$ cat config.mk
export PLATFORM = sky130hd
export DESIGN_NAME = eu_summer_time_check
export DESIGN_NICKNAME = d
export VERILOG_FILES = /design/src/design/eust_pkg.sv /design/src/design/eust_split.sv /design/src/design/eust_civil.sv /design/src/design/eu_summer_time_check.sv
export SDC_FILE = /design/constraint.sdc
export NUM_CORES = 2
export LEC_CHECK = 0
export BUFFER_PORTS_ARGS = -buffer_cell sky130_fd_sc_hd__buf_4
export CAP_MARGIN = 20
export CORE_UTILIZATION = 66
export DETAILED_ROUTE_END_ITERATION = 16
export GPL_TIMING_DRIVEN = 0
export PLACE_DENSITY = 0.83
export SYNTH_ARGS = -nofsm -noshare
export SYNTH_HDL_FRONTEND = slang
export SYNTH_SLANG_ARGS = --single-unit
$ cat constraint.sdc
create_clock -name clk_i -period 9.2 [get_ports clk_i]
set_clock_uncertainty 0.2 [all_clocks]
set_input_delay 0.46 -clock clk_i [delete_from_list [all_inputs] [get_ports clk_i]]
set_output_delay 0.46 -clock clk_i [all_outputs]
set_load 0.02 [all_outputs]
$ cat src/design/eust_pkg.sv
// Shared types, constants and a lookup function for the summer time check.
`default_nettype none

package eust_pkg;

  typedef enum logic {
    CFG_ZONE_OFFSET = 1'b0,
    CFG_LAST_SUNDAY = 1'b1
  } eust_cfg_e;

  typedef struct packed {
    logic [15:0] days;
    logic        early;
  } eust_split_t;

  typedef struct packed {
    logic [3:0] month;
    logic [4:0] mday;
    logic [2:0] wday;
    logic       early;
  } eust_civil_t;

  localparam logic signed [4:0] ZONE_OFFSET_RESET = 5'sd0;
  localparam logic [4:0]        LAST_SUNDAY_RESET = 5'd24;
  localparam logic [3:0]        MONTH_MARCH       = 4'd3;
  localparam logic [3:0]        MONTH_OCTOBER     = 4'd10;
  localparam logic [2:0]        WDAY_SUNDAY       = 3'd1;
  localparam logic [16:0]       SWITCH_SECONDS    = 17'd7200;

  // First day of month (March-based index) within the shifted year.
  function automatic logic [8:0] month_start(input logic [3:0] mp);
    logic [8:0] r;
    case (mp)
      4'd0:    r = 9'd0;
      4'd1:    r = 9'd31;
      4'd2:    r = 9'd61;
      4'd3:    r = 9'd92;
      4'd4:    r = 9'd122;
      4'd5:    r = 9'd153;
      4'd6:    r = 9'd184;
      4'd7:    r = 9'd214;
      4'd8:    r = 9'd245;
      4'd9:    r = 9'd275;
      4'd10:   r = 9'd306;
      4'd11:   r = 9'd337;
      default: r = 9'd0;
    endcase
    return r;
  endfunction

endpackage

`default_nettype wire

$ cat src/design/eust_split.sv
// Local time offset and split into day count and early-morning flag.
`default_nettype none

module eust_split (
  input  wire logic                    clk_i,
  input  wire logic                    rst_ni,
  input  wire logic                    in_valid_i,
  output logic                         in_ready_o,
  input  wire logic [31:0]             in_seconds_i,
  input  wire logic signed [4:0]       zone_offset_i,
  output logic                         out_valid_o,
  input  wire logic                    out_ready_i,
  output eust_pkg::eust_split_t        out_data_o
);

  localparam int Stages = 4;
  localparam logic signed [16:0] SecPerHour = 17'sd3600;
  localparam logic [16:0]        DayRecip   = 17'd99420;

  logic [Stages-1:0] v_q;
  logic [Stages:0]   en;

  always_comb begin
    en[Stages] = out_ready_i;
    for (int k = Stages - 1; k >= 0; k--) begin
      en[k] = ~v_q[k] | en[k+1];
    end
  end

  assign in_ready_o = en[0];

  always_ff @(posedge clk_i or negedge rst_ni) begin
    if (!rst_ni) begin
      v_q <= '0;
    end else begin
      if (en[0]) v_q[0] <= in_valid_i;
      for (int k = 1; k < Stages; k++) begin
        if (en[k]) v_q[k] <= v_q[k-1];
      end
    end
  end

  // Stage 1: add offset, clamp at zero
  logic signed [16:0] off_sec;
  logic signed [33:0] local_sec;
  logic [32:0]        t1_d, t1_q;

  assign off_sec   = 17'(zone_offset_i) * SecPerHour;
  assign local_sec = $signed({2'b00, in_seconds_i}) + 34'(off_sec);
  assign t1_d      = local_sec[33] ? '0 : local_sec[32:0];

  // Stage 2: reciprocal estimate of days
  logic [25:0] x2_d, x2_q;
  logic [42:0] prod2;
  logic [15:0] q2_q;
  logic [6:0]  lo2_q;

  assign x2_d  = t1_q[32:7];
  assign prod2 = 43'(x2_d) * 43'(DayRecip);

  // Stage 3: remainder of estimate
  logic [25:0] sub3;
  logic [10:0] r3_q;
  logic [15:0] q3_q;
  logic [6:0]  lo3_q;

  assign sub3 = x2_q - 26'(q2_q) * 26'd675;

  // Stage 4: correct by one step
  logic        big4;
  logic [15:0] days4_d, days4_q;
  logic [10:0] r4;
  logic        early4_d, early4_q;

  assign big4     = r3_q >= 11'd675;
  assign days4_d  = q3_q + 16'(big4);
  assign r4       = big4 ? r3_q - 11'd675 : r3_q;
  assign early4_d = {r4[9:0], lo3_q} < eust_pkg::SWITCH_SECONDS;

  always_ff @(posedge clk_i) begin
    if (en[0]) t1_q <= t1_d;
    if (en[1]) begin
      x2_q  <= x2_d;
      q2_q  <= prod2[41:26];
      lo2_q <= t1_q[6:0];
    end
    if (en[2]) begin
      r3_q  <= sub3[10:0];
      q3_q  <= q2_q;
      lo3_q <= lo2_q;
    end
    if (en[3]) begin
      days4_q  <= days4_d;
      early4_q <= early4_d;
    end
  end

  assign out_valid_o = v_q[Stages-1];
  assign out_data_o  = '{days: days4_q, early: early4_q};

endmodule

`default_nettype wire

$ cat src/design/eust_civil.sv
// Day count to month, day of month and weekday, civil-from-days pipeline.
`default_nettype none

module eust_civil (
  input  wire logic                  clk_i,
  input  wire logic                  rst_ni,
  input  wire logic                  in_valid_i,
  output logic                       in_ready_o,
  input  wire eust_pkg::eust_split_t in_data_i,
  output logic                       out_valid_o,
  input  wire logic                  out_ready_i,
  output eust_pkg::eust_civil_t      out_data_o
);

  localparam int Stages = 9;

  logic [Stages-1:0] v_q;
  logic [Stages:0]   en;

  always_comb begin
    en[Stages] = out_ready_i;
    for (int k = Stages - 1; k >= 0; k--) begin
      en[k] = ~v_q[k] | en[k+1];
    end
  end

  assign in_ready_o = en[0];

  always_ff @(posedge clk_i or negedge rst_ni) begin
    if (!rst_ni) begin
      v_q <= '0;
    end else begin
      if (en[0]) v_q[0] <= in_valid_i;
      for (int k = 1; k < Stages; k++) begin
        if (en[k]) v_q[k] <= v_q[k-1];
      end
    end
  end

  // Early flag travels alongside the date
  logic [Stages-1:0] e_q;

  always_ff @(posedge clk_i) begin
    if (en[0]) e_q[0] <= in_data_i.early;
    for (int k = 1; k < Stages; k++) begin
      if (en[k]) e_q[k] <= e_q[k-1];
    end
  end

  // Stage 1: day of era, weekday estimate
  logic [19:0] z1;
  logic        era5;
  logic [17:0] doe1_d, doe1_q;
  logic [15:0] wd1_d, wd1_q;
  logic [29:0] wprod1;
  logic [12:0] wq1_q;

  assign z1     = 20'(in_data_i.days) + 20'd719468;
  assign era5   = z1 >= 20'd730485;
  assign doe1_d = 18'(z1 - (era5 ? 20'd730485 : 20'd584388));
  assign wd1_d  = in_data_i.days + 16'd4;
  assign wprod1 = 30'(wd1_d) * 30'd9362;

  // Stage 2: weekday remainder, estimate of doe / 1460
  logic [15:0] wsub2;
  logic [23:0] aprod2;
  logic [17:0] doe2_q;
  logic [6:0]  aq2_q;
  logic [3:0]  wr2_q;

  assign wsub2  = wd1_q - 16'(wq1_q) * 16'd7;
  assign aprod2 = 24'(doe1_q[17:2]) * 24'd179;

  // Stage 3: weekday, remainder of doe / 1460
  logic [15:0] asub3;
  logic [3:0]  wr3;
  logic [2:0]  wday3_d;
  logic [17:0] doe3_q;
  logic [6:0]  aq3_q;
  logic [9:0]  ar3_q;
  logic [2:0]  wday_q [3:Stages];

  assign asub3   = 16'(doe2_q[17:2]) - 16'(aq2_q) * 16'd365;
  assign wr3     = (wr2_q >= 4'd7) ? wr2_q - 4'd7 : wr2_q;
  assign wday3_d = wr3[2:0] + 3'd1;

  // Stage 4: leap corrections, year numerator
  logic [6:0]  a4;
  logic [2:0]  b4;
  logic        c4;
  logic [17:0] n4_d, n4_q;
  logic [6:0]  s4_d, s4_q;

  assign a4   = aq3_q + 7'(ar3_q >= 10'd365);
  assign b4   = 3'(doe3_q >= 18'd36524) + 3'(doe3_q >= 18'd73048)
              + 3'(doe3_q >= 18'd109572) + 3'(doe3_q >= 18'd146096);
  assign c4   = doe3_q == 18'd146096;
  assign n4_d = doe3_q - 18'(a4) + 18'(b4) - 18'(c4);
  assign s4_d = a4 - 7'(b4) + 7'(c4);

  // Stage 5: estimate of year of era
  logic [27:0] yprod5;
  logic [17:0] n5_q;
  logic [8:0]  yq5_q;
  logic [6:0]  s5_q;

  assign yprod5 = 28'(n4_q) * 28'd718;

  // Stage 6: remainder of year estimate
  logic [17:0] ysub6;
  logic [8:0]  yq6_q;
  logic [9:0]  yr6_q;
  logic [6:0]  s6_q;

  assign ysub6 = n5_q - 18'(yq5_q) * 18'd365;

  // Stage 7: day of year
  logic       ybig7;
  logic [8:0] yoe7;
  logic [9:0] yr7;
  logic [1:0] cent7;
  logic [8:0] doy7_d, doy7_q;

  assign ybig7  = yr6_q >= 10'd365;
  assign yoe7   = yq6_q + 9'(ybig7);
  assign yr7    = ybig7 ? yr6_q - 10'd365 : yr6_q;
  assign cent7  = 2'(yoe7 >= 9'd100) + 2'(yoe7 >= 9'd200) + 2'(yoe7 >= 9'd300);
  assign doy7_d = 9'(s6_q) + yr7[8:0] - 9'(yoe7[8:2]) + 9'(cent7);

  // Stage 8: estimate of shifted month
  logic [10:0] v8_d, v8_q;
  logic [14:0] mprod8;
  logic [3:0]  mq8_q;
  logic [8:0]  doy8_q;

  assign v8_d   = 11'(doy7_q) * 11'd5 + 11'd2;
  assign mprod8 = 15'(v8_d) * 15'd13;

  // Stage 9: month and day of month
  logic [10:0] mr9;
  logic [3:0]  mp9;
  logic [8:0]  md9;
  logic [3:0]  month9_d, month9_q;
  logic [4:0]  mday9_q;

  assign mr9      = v8_q - 11'(mq8_q) * 11'd153;
  assign mp9      = mq8_q + 4'(mr9 >= 11'd153);
  assign md9      = doy8_q - eust_pkg::month_start(mp9) + 9'd1;
  assign month9_d = (mp9 < 4'd10) ? mp9 + 4'd3 : mp9 - 4'd9;

  always_ff @(posedge clk_i) begin
    if (en[0]) begin
      doe1_q <= doe1_d;
      wd1_q  <= wd1_d;
      wq1_q  <= wprod1[28:16];
    end
    if (en[1]) begin
      doe2_q <= doe1_q;
      aq2_q  <= aprod2[22:16];
      wr2_q  <= wsub2[3:0];
    end
    if (en[2]) begin
      doe3_q    <= doe2_q;
      aq3_q     <= aq2_q;
      ar3_q     <= asub3[9:0];
      wday_q[3] <= wday3_d;
    end
    if (en[3]) begin
      n4_q <= n4_d;
      s4_q <= s4_d;
    end
    if (en[4]) begin
      n5_q  <= n4_q;
      yq5_q <= yprod5[26:18];
      s5_q  <= s4_q;
    end
    if (en[5]) begin
      yq6_q <= yq5_q;
      yr6_q <= ysub6[9:0];
      s6_q  <= s5_q;
    end
    if (en[6]) doy7_q <= doy7_d;
    if (en[7]) begin
      v8_q   <= v8_d;
      mq8_q  <= mprod8[14:11];
      doy8_q <= doy7_q;
    end
    if (en[8]) begin
      month9_q <= month9_d;
      mday9_q  <= md9[4:0];
    end
    for (int k = 4; k <= Stages; k++) begin
      if (en[k-1]) wday_q[k] <= wday_q[k-1];
    end
  end

  assign out_valid_o = v_q[Stages-1];
  assign out_data_o  = '{month: month9_q, mday: mday9_q, wday: wday_q[Stages],
                         early: e_q[Stages-1]};

endmodule

`default_nettype wire

$ cat src/design/eu_summer_time_check.sv
// European summer time check: top level with register file and decision stage.
//
// Timestamps (Unix seconds, 32 bits) enter on the s_axis channel, one beat per
// item; each yields one beat on m_axis whose bit 0 is 1 while European summer
// time is in effect, using a whole-hour zone offset and a last-Sunday threshold
// held in two registers written through the cfg channel (index 0: offset,
// signed 5 bits; index 1: threshold, 5 bits). Write them only while idle.
// 4 stages split local time into days and time of day, 9 stages run the civil
// date calculation, and one output register makes the decision. Throughput is
// one beat per cycle while m_axis_tready is high.
// Each stage holds its own valid bit, so bubbles close up and a new beat is
// taken while a result waits on m_axis. When m_axis_tready is low the stages
// fill and then hold; s_axis_tready falls once the pipeline is full.
// Reset empties the pipeline and sets offset 0 and threshold 24.
`default_nettype none

module eu_summer_time_check (
  input  wire logic        clk_i,
  input  wire logic        rst_ni,
  input  wire logic        s_axis_tvalid,
  output logic             s_axis_tready,
  input  wire logic [31:0] s_axis_tdata,   // [31:0] unix_seconds
  output logic             m_axis_tvalid,
  input  wire logic        m_axis_tready,
  output logic [7:0]       m_axis_tdata,   // [0] summer_time, [7:1] zero
  input  wire logic        cfg_valid_i,
  output logic             cfg_ready_o,
  input  wire logic        cfg_index_i,
  input  wire logic [4:0]  cfg_wdata_i
);

  logic signed [4:0] zone_q;
  logic [4:0]        thr_q;

  assign cfg_ready_o = 1'b1;

  always_ff @(posedge clk_i or negedge rst_ni) begin
    if (!rst_ni) begin
      zone_q <= eust_pkg::ZONE_OFFSET_RESET;
      thr_q  <= eust_pkg::LAST_SUNDAY_RESET;
    end else if (cfg_valid_i) begin
      unique case (eust_pkg::eust_cfg_e'(cfg_index_i))
        eust_pkg::CFG_ZONE_OFFSET: zone_q <= $signed(cfg_wdata_i);
        eust_pkg::CFG_LAST_SUNDAY: thr_q  <= cfg_wdata_i;
        default: ;
      endcase
    end
  end

  logic                  split_valid, split_ready;
  eust_pkg::eust_split_t split_data;
  logic                  civil_valid, civil_ready;
  eust_pkg::eust_civil_t civil_data;

  eust_split u_split (
    .clk_i         (clk_i),
    .rst_ni        (rst_ni),
    .in_valid_i    (s_axis_tvalid),
    .in_ready_o    (s_axis_tready),
    .in_seconds_i  (s_axis_tdata),
    .zone_offset_i (zone_q),
    .out_valid_o   (split_valid),
    .out_ready_i   (split_ready),
    .out_data_o    (split_data)
  );

  eust_civil u_civil (
    .clk_i       (clk_i),
    .rst_ni      (rst_ni),
    .in_valid_i  (split_valid),
    .in_ready_o  (split_ready),
    .in_data_i   (split_data),
    .out_valid_o (civil_valid),
    .out_ready_i (civil_ready),
    .out_data_o  (civil_data)
  );

  // Decision stage
  logic              out_v_q;
  logic              summer_d, summer_q;
  logic signed [6:0] margin;
  logic              reached, past_switch, is_march, is_oct, mid_year;

  assign civil_ready = ~out_v_q | m_axis_tready;

  assign margin      = $signed({2'b00, civil_data.mday}) - $signed({4'b0000, civil_data.wday});
  assign reached     = margin >= $signed({2'b00, thr_q});
  assign past_switch = reached
                     & ~((civil_data.wday == eust_pkg::WDAY_SUNDAY) & civil_data.early);
  assign is_march    = civil_data.month == eust_pkg::MONTH_MARCH;
  assign is_oct      = civil_data.month == eust_pkg::MONTH_OCTOBER;
  assign mid_year    = (civil_data.month > eust_pkg::MONTH_MARCH)
                     & (civil_data.month < eust_pkg::MONTH_OCTOBER);

  always_comb begin
    if (mid_year) begin
      summer_d = 1'b1;
    end else if (is_march) begin
      summer_d = past_switch;
    end else if (is_oct) begin
      summer_d = ~past_switch;
    end else begin
      summer_d = 1'b0;
    end
  end

  always_ff @(posedge clk_i or negedge rst_ni) begin
    if (!rst_ni) begin
      out_v_q <= 1'b0;
    end else if (civil_ready) begin
      out_v_q <= civil_valid;
    end
  end

  always_ff @(posedge clk_i) begin
    if (civil_ready) summer_q <= summer_d;
  end

  assign m_axis_tvalid = out_v_q;
  assign m_axis_tdata  = {7'b0000000, summer_q};

endmodule

`default_nettype wire
==> reports/results.txt <==
Outcome: finished clean
Sum of routed wire segments on met1: 28400 um
Crit Path Class: reg2reg
DR top layer: met4
Drt via density: 5.63
Highest fanout seen on the critical path: 9
Minimum period implied by the final worst setup slack: 6.98 ns
Maximum clock rate: 143 MHz
Count of flip-flops with a built-in enable after synthesis: 339
Pin count of the biggest net entering global routing: 31
CTS Root Buffer Type: clkbuf_16
Sum of overflow across all layers after global routing: 0
Number of gates given a new drive strength after cts: 0
Htree depth: 2
Avg Cell Area, Syn: 11.0 um2
Proportion of synthesized chip area in sequential cells: 0.303
Number of cells traversed by the worst hold path: 3
Final routed wirelength across all metal layers: 68800 um
Drt wl/cell: 16.9 um
Via count of the first global-routing pass: 24595
Total setup violations reported at the end of the flow: 0
Measured slew at the worst slew-check pin: 1.00 ns
Die W: 234 um
Setup repair after global routing missed its margin: false
Post-detailed-route count of antenna-violating nets: 0
Number of slew-limit violations in the final report: 0
TritonCTS clock tree: done
Clock transition at the register clock pins on the worst setup and hold paths after CTS: 0.06 ns
Type of element launching the critical path: register
Max capacitance violation total: 0
Tcrit/Tclk final: 0.758
Number of top-level pins: 54
Maximum clock path buffer count: 3
Fraction of final layout cells with drive strength greater than 1: 0.0502
Number of antenna repair diodes: 0
Capturing element type of the critical path: register
Clock buffer count from CTS: 42
Routability Congestion: 0.896
Detailed placer's ending HPWL: 54200 um
Final Hold Fails: 0
Met3 layer wire length in the routed design: 2790 um
Final net count: 4379
Global-route wire length before repair: 116000 um
Crit path DAT: 7.11 ns
Clock latency of the later-clocked register in the worst-skew pair: 0.59 ns
Routed vias: 22911
Synthesis warning total: 0
Data required time at the worst endpoint: 9.33 ns
Met2 WL post-DR: 35900 um
Number of search-and-repair iterations in the first detailed-routing pass: 6
Quantity of I/O buffers inserted on ports: 41
Tightest Hold Check Type: in2reg
Initial core utilization: 0.673
Number of antenna violations at the first check in global routing: 0
Total GRT Usage: 0.263
Post-Syn Area: 0.0356 mm2
Rel. slew slack: 0.326
Cell count after synthesis: 3241
Number of DRC markers after the initial detailed-route iteration: 1582
Number of cell rows: 84
Worst-case reg-to-reg path depth: 25
Total Neg Setup Slack: 0 ns
Die Span Y: 234 um
Synthesis-stage register bit count: 363
Library cells used by synthesis: 75
DIE AREA: 0.0548 mm2
Num Clock Sinks: 363
Worst hold slack: 0.0560 ns
Remaining design rule violation count: 0
Standard cell core area: 0.0529 mm2
Layout overhead on the synthesized area: 8.28%
Top FF cell, synth: edfxtp_1
Share of synthesized registers carrying an async set or reset: 0.0661
per-layer routing:
| metal | vias to the layer above | track usage |
|---|---|---|
| met5 | - | 0 |
| met2 | 531 | 0.478 |
| li1 | 10991 | - |
| met4 | 0 | 0.0749 |
| met3 | 147 | 0.0325 |
| met1 | 11242 | 0.326 |
path summary, 6_finish.rpt:
check	start	endpoint	slack, ns
max	u_civil.mq8_q[0]$_DFFE_PP_	u_civil.mday9_q[4]$_DFFE_PP_	2.22
min	m_axis_tready	summer_q$_SDFFCE_PP1P_	0.06
max reg2reg	u_civil.mq8_q[0]$_DFFE_PP_	u_civil.mday9_q[4]$_DFFE_PP_	2.22
min reg2reg	u_civil.e_q[2]$_DFFE_PP_	u_civil.e_q[3]$_DFFE_PP_	0.20
max in group asynchronous	rst_ni	thr_q[3]$_DFFE_PN1P_	8.39
min in group asynchronous	rst_ni	zone_q[2]$_DFFE_PN0P_	0.11
placed cells by master, fill, tap and decap left out, types with 9 or more instances in the layout:
cell       instances
fa_1             305
clkbuf_1           9
xnor2_1          190
nand2b_1          34
o21bai_1          28
buf_4             50
a211oi_1          10
o21a_1            23
dfrtp_1           22
clkbuf_16         42
a21oi_1          132
nor3_1            36
nand2_1          105
a21boi_0           9
and3_1            16
a31oi_1           13
or2_2             11
xor2_1            77
o21ai_0           86
a21o_1            42
and2_1             9
nand3_1           43
ha_1             680
inv_1            715
mux2_2            10
nand4_1           15
nor2_1           131
edfxtp_1         339
o211ai_1          13
nor2b_1           29
state kept, by name (all words and copies together) (netlist names), 16 cells and up:
signal and count:
u_civil.doe1_q 18, u_civil.doe2_q 18, u_civil.doe3_q 18, u_civil.n4_q 18
u_civil.wday_q 21, u_split.days4_q 16, u_split.q2_q 16, u_split.q3_q 16
u_split.t1_q 28
what timing repair did:
action	CTS	global route
setup buffers	0	0
hold buffers	7	0
endpoints found under the hold margin	35	0
critical path: stages, from the launching register on:
cell      delay, ns
edfxtp_1       0.57
nand2_1        0.15
fa_1           0.54
inv_1          0.07
fa_1           0.43
nand2b_1       0.16
nand3b_1       0.12
a21oi_1        0.08
o21bai_1       0.19
a21o_1         0.15
a21oi_1        0.08
xnor2_1        0.13
a211o_1        0.22
or4_1          0.62
ha_1           0.24
xnor2_1        0.38
ha_1           0.28
inv_1          0.06
or2_2          0.33
a32oi_1        0.26
ha_1           0.32
ha_1           0.31
a21o_1         0.19
a21oi_1        0.26
xnor2_1        0.21
xnor2_1        0.14
synthesized netlist by cell type, drive strengths merged (11+ instances only):
cell type / count / area share
edfxtp: 339 / 0.29
o21bai: 28 / 0.0059
o21a: 23 / 0.0049
nor3: 36 / 0.0051
nand2b: 34 / 0.0060
nor2: 131 / 0.014
o21ai: 89 / 0.013
a31oi: 14 / 0.0029
nand2: 105 / 0.011
nand4: 15 / 0.0026
xnor2: 192 / 0.047
xor2: 77 / 0.019
or2: 11 / 0.0019
a21o: 42 / 0.0089
dfrtp: 22 / 0.015
and3: 16 / 0.0028
o211ai: 13 / 0.0027
ha: 680 / 0.24
fa: 305 / 0.17
buf: 12 / 0.0025
nand3: 43 / 0.0060
a21oi: 133 / 0.019
nor2b: 29 / 0.0051
inv: 715 / 0.075
layout make-up:
class,count,area (um2)
multi-input combinational,2151,22000
fill,3438,14300
sequential,363,10800
inverter,715,2680
clock buffer,46,1080
tap,688,861
timing repair buffer,60,633
clock inverter,32,347
buffer,18,111
logic make-up (layout without fill, tap and decap cells):
logic type	count (synthesis)	count (layout)	synth area share
AO/OA/AOI/OAI	411	411	0.0730
XOR/XNOR	269	269	0.0664
adder cells (fa/ha/maj)	985	985	0.411
buffers and inverters	733	871	0.0786
flip-flops	363	363	0.303
multiplexers	13	13	0.00401
other	2	8	0.000211
AND/OR/NAND/NOR	465	465	0.0639
stage by stage:
step,util,instances,instance area (um2),setup slack [ns]
finish,0.729,4073,38500,2.22
global route,0.729,4073,38500,1.88
CTS,0.726,4068,38400,2.27
floorplan,-,3247,35600,2.57
detailed placement,0.698,3983,36900,2.33
global placement,0.695,3976,36800,1.65
Power is left out: the tool's default activity adds up to more than one toggle a clock period on the data nets, which glitch-free logic cannot reach.
